`config.mk`:
```
export PLATFORM = sky130hd
export DESIGN_NAME = nbts_fit_unit
export DESIGN_NICKNAME = d
export VERILOG_FILES = /design/src/hdl/nbts_pkg.sv /design/src/hdl/nbts_fit_unit.sv
export SDC_FILE = /design/constraint.sdc
export NUM_CORES = 1
export LEC_CHECK = 0
export BUFFER_PORTS_ARGS = -buffer_cell sky130_fd_sc_hd__clkbuf_2
export CAP_MARGIN = 20
export CORE_AREA = 4 4 203 205
export DETAILED_ROUTE_END_ITERATION = 8
export DIE_AREA = 0 0 207 209
export GPL_TIMING_DRIVEN = 0
export HOLD_SLACK_MARGIN = 0.15
export PLACE_DENSITY = 0.68
export RECOVER_POWER = 25
export SLEW_MARGIN = 20
export SYNTH_ARGS = -nofsm -noshare
export SYNTH_HDL_FRONTEND = slang
export SYNTH_SLANG_ARGS = --single-unit
```
`constraint.sdc`:
```
create_clock -name clk -period 20.4 [get_ports clk]
set_clock_uncertainty 0.2 [all_clocks]
set_input_delay 4.08 -clock clk [delete_from_list [all_inputs] [get_ports clk]]
set_output_delay 4.08 -clock clk [all_outputs]
set_load 0.1 [all_outputs]
```
`src/hdl/nbts_pkg.sv`:
```
`timescale 1ns / 1ps
package nbts_pkg;

  // Fixed field widths of the channels
  localparam int CW            = 16;  // coordinate and bound width
  localparam int IDX_BITS      = 13;  // entry index width
  localparam int ID_BITS       = 16;  // result id width
  localparam int FIT_BITS      = 35;  // fitness width
  localparam int CNT_BITS      = 14;  // entry count register width
  localparam int SAMPLE_FIELDS = 6;   // coordinates carried by a query

  // Parameter defaults
  localparam int DEF_MAX_ENTRIES = 8192;
  localparam int DEF_NUM_AXES    = 6;

  // Action codes
  localparam logic ACT_WRITE = 1'b0;
  localparam logic ACT_QUERY = 1'b1;

  typedef logic signed [CW-1:0] coord_t;

  // Tag that travels with each table read through the fitness pipeline
  typedef struct packed {
    logic                valid;
    logic                first;  // first slot of an entry
    logic                last;   // offset slot, closes the entry
    logic [IDX_BITS-1:0] entry;
  } scan_tag_t;

endpackage

```
`src/hdl/nbts_fit_unit.sv`:
```
`timescale 1ns / 1ps
module nbts_fit_unit #(
  parameter int NUM_AXES = nbts_pkg::DEF_NUM_AXES
) (
  input  logic                                            clk,
  input  logic                                            rst_n,
  input  nbts_pkg::scan_tag_t                             issue_tag,
  input  nbts_pkg::coord_t [nbts_pkg::SAMPLE_FIELDS-1:0]  sample,
  input  nbts_pkg::coord_t                                lo_rd,
  input  nbts_pkg::coord_t                                hi_rd,
  output logic                                            busy,
  output logic [nbts_pkg::FIT_BITS-1:0]                   best_fit_r,
  output logic [nbts_pkg::IDX_BITS-1:0]                   best_idx_r
);
  import nbts_pkg::*;

  localparam int ROW      = NUM_AXES + 1;
  localparam int SW       = $clog2(ROW);
  localparam int SUM_BITS = FIT_BITS + 1;

  scan_tag_t            tag_b_r, tag_c_r, tag_d_r;
  logic [SW-1:0]        slot_b_r;
  logic [SW-1:0]        slot_nxt;
  coord_t               coord;
  logic signed [CW:0]   diff_lo, diff_hi;
  logic [CW-1:0]        d_nxt, d_r;
  logic [2*CW-1:0]      sq_r;
  logic [FIT_BITS-1:0]  acc_r, acc_nxt;
  logic [SUM_BITS-1:0]  sum;

  // Slot counter of the read in flight; restarts at each entry
  always_comb begin
    if (issue_tag.first) begin
      slot_nxt = '0;
    end else begin
      slot_nxt = slot_b_r + SW'(1);
    end
  end

  // Advance the tags along with the data
  always_ff @(posedge clk) begin
    if (!rst_n) begin
      tag_b_r  <= '0;
      tag_c_r  <= '0;
      tag_d_r  <= '0;
      slot_b_r <= '0;
    end else begin
      tag_b_r <= issue_tag;
      tag_c_r <= tag_b_r;
      tag_d_r <= tag_c_r;
      if (issue_tag.valid) begin
        slot_b_r <= slot_nxt;
      end
    end
  end

  assign busy = tag_b_r.valid | tag_c_r.valid | tag_d_r.valid;

  // Pick the sample coordinate; offset slot and missing axes measure from zero
  always_comb begin
    coord = '0;
    if (32'(slot_b_r) < 32'(NUM_AXES) && 32'(slot_b_r) < 32'(SAMPLE_FIELDS)) begin
      coord = sample[3'(slot_b_r)];
    end
  end

  // Distance outside the range
  assign diff_lo = {lo_rd[CW-1], lo_rd} - {coord[CW-1], coord};
  assign diff_hi = {coord[CW-1], coord} - {hi_rd[CW-1], hi_rd};

  always_comb begin
    if (coord < lo_rd) begin
      d_nxt = diff_lo[CW-1:0];
    end else if (coord > hi_rd) begin
      d_nxt = diff_hi[CW-1:0];
    end else begin
      d_nxt = '0;
    end
  end

  // Shared squarer
  always_ff @(posedge clk) begin
    d_r  <= d_nxt;
    sq_r <= {{CW{1'b0}}, d_r} * {{CW{1'b0}}, d_r};
  end

  // Saturating accumulate of the entry's terms
  always_comb begin
    if (tag_d_r.first) begin
      sum = SUM_BITS'(sq_r);
    end else begin
      sum = {1'b0, acc_r} + SUM_BITS'(sq_r);
    end
    if (sum[SUM_BITS-1]) begin
      acc_nxt = '1;
    end else begin
      acc_nxt = sum[FIT_BITS-1:0];
    end
  end

  // Keep the best entry; a tie goes to the later one
  always_ff @(posedge clk) begin
    if (tag_d_r.valid) begin
      acc_r <= acc_nxt;
      if (tag_d_r.last &&
          (tag_d_r.entry == '0 || acc_nxt <= best_fit_r)) begin
        best_fit_r <= acc_nxt;
        best_idx_r <= tag_d_r.entry;
      end
    end
  end

endmodule

```
==> results by group, run 1 <==
Run status
  • Status: finished clean

GRT
  • Gr usage total: 0.199
  • Gr ovfl total: 0
  • Initial antenna violation count: 0
  • First-pass GRT wire length: just over 70000 µm
  • Vias in the first global route: between 10000 and 15000
  • Largest net degree at the start of global routing: 49

Yosys
  • Post-Synthesis Cell Area: 0.0175 mm²
  • Register area share after synthesis: 0.254
  • #FFs+latches synth: 181
  • Post-Syn Nets: 2357
  • Unique masters post-synth: 75
  • EDFF count, synth: 83
  • Dominant synthesized flop cell: dfxtp_1
  • Synth warnings: 0
  • Post-synth ARST share: 0
  • Syn Area/Cell: 9.49 µm²
  • Syn Inst Count: 1845

CTS
  • Root buffer cell: clkbuf_16
  • Postcts setup bufs: 0
  • CTS max path bufs: 2
  • Resized Gates After CTS: 0
  • Reg clk slew, reported paths: approximately 70 ps
  • Worst skew pair latency: ~440 ps
  • CTS H-Tree Depth: 4
  • Hold-fix buffers, CTS: 0
  • Num CTS Buffers: 17
  • CTS sink cnt: 181
  • CTS tree: yes

Routing
  • DRT iter0 DRCs: 562
  • Post-Route WL: 42800 µm
  • Post-route DRC violation count: 0
  • DR vias: 13400
  • Vias per cell: 5.15
  • First-pass iteration count of the detailed router: 5
  • Antenna-violating nets left: 0
  • Wire per inst: 16.5 µm

Critical path
  • CP Launch Type: input port
  • Crit path max fanout: 10
  • Worst R2R Start: d_r[8]
  • Critical Path Sink Type: flop
  • WP data required: 20500 ps
  • Crit Path Category: in -> reg
  • Crit path from: sample[16]
  • CP arrival: approximately 7800 ps

STA
  • Slew Limit Headroom: 0.242
  • Slew Viols, Final: 0
  • RSZ-0062 raised after global routing: no
  • Crit path time final: 7650 ps
  • Period utilization: 0.375
  • Final setup TNS: 0 ps
  • Endpoints failing setup: 0
  • Achievable Freq: around 130 MHz
  • Hold Fails Final Rpt: 0
  • Worst-Margin Slew: 1140 ps

Layout
  • Commonest non-fill, non-tap cell in the layout: inv_1
  • Fin nets: 2571
  • Commonest cells after routing, fill and taps aside: inv_1 (337), ha_1 (197), clkbuf_2 (194)
  • Area growth, synth to finish: 12.6%
  • Layout cell share with drive strength beyond 1: 0.132
  • Antenna cell count: 0

Floorplanning
  • Die Ht: 209 µm
  • Die area: roughly 0.043 mm²
  • Core Area: 0.0395 mm²
  • Placement Rows: 73
  • Initial Util: 0.444
  • Die Wd: a little over 200 µm
  • IO Count: 195

Hold path
  • Hold_sp: tag_b_r[9]
  • Hold Crit Class: reg -> reg

Placement
  • Placer Congestion: 0.964
  • HPWL after DPL: between 30000 and 40000 µm
  • PortBufs: between 150 and 200

Run
  • Max-Cap Viols: 0
kinds of logic (layout without fill, tap and decap cells):
family                     after synthesis  in the layout  share of synthesized area
and+or+nand+nor                        441            441                      0.128
muxes                                   35             35                     0.0315
xor gates and xnor gates                84             84                     0.0420
buffers and inverters                  397            624                     0.0861
DFF                                    181            181                      0.254
adders and majority gates              366            366                      0.334
AOI/OAI and AO/OA                      341            341                      0.124
area by class of cell:
type	count	area, µm²
buffer	57	225
clock buffer	19	453
clock inverter	13	153
fill	3738	19700
inverter	340	1280
multi-input combinational	1267	11500
sequential	181	4450
tap	525	657
timing repair buffer	195	975
flip-flops by register name, indices dropped and copies added, names as in the netlist:
name,count
acc_r,35
best_fit_r,35
sq_r,31
d_r,16
tag_b_r,16
tag_c_r,16
tag_d_r,16
best_idx_r,13
slot_b_r,3
path summary, 6_finish.rpt:
path / end / slack, ps / cells past startpoint
setup / recovery: d_r[6] / 12750 / 16
setup reg to reg: sq_r[30] / 13000 / 23
hold reg to reg: tag_c_r[9] / 240 / 1
hold / removal: tag_c_r[9] / 240 / 1
through the flow:
stage	setup slack, ps	hold WS (ps)	cell area [µm²]	utilization	instances
2_1_floorplan	12950	177	17500	-	1845
3_3_place_gp	12340	216	19100	0.485	2564
3_5_place_dp	12370	219	19200	0.486	2565
4_1_cts	12830	238	19800	0.501	2597
5_1_grt	12530	250	19700	0.500	2597
6_report	12750	236	19700	0.500	2597
synthesized netlist by cell type (16+ instances only):
master / count / area [µm²]
and2_1: 102 / 638
o21ai_0: 61 / 305
xnor2_1: 55 / 482
inv_1: 337 / 1260
nand4_1: 29 / 181
edfxtp_1: 83 / 2490
xor2_1: 29 / 254
nand2_1: 114 / 428
nor2_1: 84 / 315
ha_1: 197 / 2460
mux2i_1: 18 / 180
nor2b_1: 32 / 200
fa_1: 169 / 3380
nor3_1: 27 / 135
o21a_1: 16 / 120
dfxtp_1: 98 / 1960
a21o_1: 42 / 315
a21oi_1: 123 / 616
clkbuf_1: 44 / 165
mux4_2: 16 / 360
critical path, stage by stage:
cell and delay, ps:
clkbuf_2 100, mux4_2 440, a21oi_1 270, inv_1 80, ha_1 220, fa_1 400, nor2b_1 120, o21ai_0 110
a21oi_1 240, or3_1 180, nand2_1 60, a222oi_1 790, and2b_4 320, inv_2 70, buf_4 160, o22ai_1 100
layer usage:
| layer | track usage | up-vias | part of all wire |
|---|---|---|---|
| met3 | 0.0423 | 51 | 0.061 |
| met5 | 0 | - | 0 |
| met1 | 0.245 | 6334 | 0.42 |
| li1 | - | 6591 | - |
| met4 | 0.0586 | 0 | 0.025 |
| met2 | 0.352 | 404 | 0.49 |
Power of run 1 is left out: the tool's default activity adds up to more than one toggle a clock period on the data nets, which glitch-free logic cannot reach.
==> run 2, diff against run 1 <==
--- a/config.mk
+++ b/config.mk
@@ -12,7 +12,7 @@
 export DIE_AREA = 0 0 207 209
 export GPL_TIMING_DRIVEN = 0
 export HOLD_SLACK_MARGIN = 0.15
-export PLACE_DENSITY = 0.68
+export PLACE_DENSITY = 0.71
 export RECOVER_POWER = 25
 export SLEW_MARGIN = 20
 export SYNTH_ARGS = -nofsm -noshare
==> constraint.sdc (replaced) <==
create_clock -name clk -period 6.95 [get_ports clk]
set_clock_uncertainty 0.2 [all_clocks]
set_input_delay 1.39 -clock clk [delete_from_list [all_inputs] [get_ports clk]]
set_output_delay 1.39 -clock clk [all_outputs]
set_load 0.1 [all_outputs]
==> results by group, run 2 (synthesized netlist as in run 1, its figures left out) <==
GRT
  • Initial antenna violation count: 0 (unchanged)
  • First-pass GRT wire length: 70400 µm (about the same)
  • Largest net degree at the start of global routing: 32 (-35%)
  • Vias in the first global route: 14000 (-1.5%)
  • Gr usage total: 0.198 (-0.000770)
  • Gr ovfl total: 0 (unchanged)

Critical path
  • Worst path slowest cell: dfxtp_1
  • Buf/Inv on CP: 3 (-1)
  • WP data required: 7060 ps (-13440 ps)
  • Worst path max stage delay: 530 ps (-260 ps)
  • Crit Path Category: reg -> reg
  • Crit path max fanout: 10 (unchanged)
  • R2R Setup Slk: 280 ps (-12720 ps)
  • CP Launch Type: flop
  • Reg2Reg Depth: 20 (-13%)
  • Crit path cell chain: clkbuf_1, nand2_1, fa_1, fa_1, inv_1, fa_1, fa_1, fa_1, fa_1, ha_1, buf_2, a21oi_1, a21oi_1, o41ai_2, a21boi_1, a311oi_2, o21ai_2, a311oi_2, o31ai_1, xor2_1
  • Critical Path Sink Type: flop
  • R2r endpoint: sq_r[30]
  • CP arrival: 6790 ps (-960 ps)
  • CP delay by family, top: adder cells
  • Worst R2R Start: d_r[0]
  • Most Frequent Cell on Critical Path: fa_1

Layout
  • Layout cell share with drive strength beyond 1: 0.151 (+0.0190)
  • Filler cells: 3678 (-1.6%)
  • Area of the multi-input gates: 0.0116 mm² (+0.22%)
  • Biggest regs: acc_r x35, best_fit_r x35, sq_r x31
  • Sequential cell area: 0.00448 mm² (+0.48%)
  • Commonest cells after routing, fill and taps aside: inv_1 (337), clkbuf_2 (201), ha_1 (196)
  • Area growth, synth to finish: 13.6%
  • Commonest non-fill, non-tap cell in the layout: inv_1
  • Antenna cell count: 0 (unchanged)
  • Non-Filler Instances: 2601 (+0.15%)
  • Fin nets: 2575 (+0.16%)

Routing
  • DRT iter0 DRCs: 591 (+5.2%)
  • DR vias: 13400 (+0.31%)
  • Post-Route WL: 43000 µm (+0.56%)
  • Vias per cell: 5.16 (+0.16%)
  • Post-route DRC violation count: 0 (unchanged)
  • Wire per inst: 16.5 µm (+0.40%)
  • First-pass iteration count of the detailed router: 5 (unchanged)
  • Antenna-violating nets left: 0 (unchanged)

STA
  • Endpoints failing setup: 0 (unchanged)
  • Period utilization: 0.960
  • Slew Limit Headroom: 0.171 (-0.0716)
  • Crit path time final: 6670 ps
  • Achievable Freq: 150 MHz
  • Hold Fails Final Rpt: 0 (unchanged)
  • WHS: 236 ps (-0.570 ps)
  • Slew Viols, Final: 0 (unchanged)
  • Worst-Margin Slew: 1240 ps (+107 ps)

CTS
  • CTS tree: yes
  • Root buffer cell: clkbuf_16
  • CTS max path bufs: 2 (unchanged)
  • Worst skew pair latency: 440 ps (about the same)
  • CTS H-Tree Depth: 4 (unchanged)
  • CTS sink cnt: 181 (unchanged)
  • Num CTS Buffers: 17 (unchanged)
  • Reg clk slew, reported paths: 70 ps (about the same)

Floorplanning
  • Die area: 0.0433 mm² (unchanged)
  • IO Count: 195 (unchanged)
  • Placement Rows: 73 (unchanged)
  • Core Area: 0.0395 mm² (unchanged)
  • Initial Util: 0.444 (unchanged)
  • Die Wd: 207 µm (unchanged)
  • Die Ht: 209 µm (unchanged)

Placement
  • HPWL after DPL: 35900 µm (about the same)
  • Placer Congestion: 0.960 (-0.40%)
  • Placed cells: 2566 (+0.039%)
  • PortBufs: 194 (unchanged)

Hold path
  • Hold_sp: tag_b_r[12]
  • WHS Endpoint: tag_c_r[12]
  • Hold depth: 1 (unchanged)
  • Hold Crit Class: reg -> reg

Run
  • Max-Cap Viols: 0 (unchanged)

Run status
  • Status: finished clean
## run 2: final cells by class
cell class	count	area share
clock inverter	14	0.00868
timing repair buffer	200	0.0514
clock buffer	18	0.0226
inverter	340	0.0641
multi-input combinational	1267	0.581
tap	525	0.0330
sequential	181	0.225
buffer	56	0.0141
## run 2: per-layer routing
layer  global-route usage  up-vias  wire length [µm]
li1                     -     6589                 -
met5                    0        -                 0
met2                0.352      433             21300
met4               0.0488        0               716
met3               0.0329       40              2400
met1                0.253     6360             18600
## run 2: through the flow
stage                     area, µm²  worst slack, ps  utilization  TNS [ps]
after global routing          19900            -5.56        0.504     -7.46
after global placement        19100             -600        0.485    -29560
final                         19900              276        0.504         0
after floorplan               17500              499            -         0
after detailed placement      19200             -375        0.486     -1620
after CTS                     19800             5.52        0.503         0
## run 2: worst max path at each step
stage	from	to	slack, ps	cells past startpoint
floorplan	d_r[8]	sq_r[30]	500	23
global placement	acc_r[13]	best_fit_r[25]	-600	21
detailed placement	d_r[8]	sq_r[30]	-370	23
CTS	d_r[4]	sq_r[29]	6	21
global route	d_r[8]	sq_r[30]	-6	23
finish	d_r[0]	sq_r[30]	280	20
## run 2: worst reg2reg max path, stage by stage, from the launching register on
cell and delay (ps):
dfxtp_1 530, clkbuf_1 500, nand2_1 210, fa_1 490, fa_1 500, inv_1 50, fa_1 490, fa_1 430
fa_1 510, fa_1 420, ha_1 270, buf_2 170, a21oi_1 300, a21oi_1 130, o41ai_2 70, a21boi_1 150
a311oi_2 340, o21ai_2 160, a311oi_2 360, o31ai_1 130, xor2_1 150
## run 2: timing repair
action                                  4_1_cts  5_1_grt
hold buffers                                  0        0
gates resized for setup                      16       38
buffers inserted                              0        4
pin swaps                                     0        3
endpoints found under the setup margin        7        7
Power of run 2 is left out for the same reason.
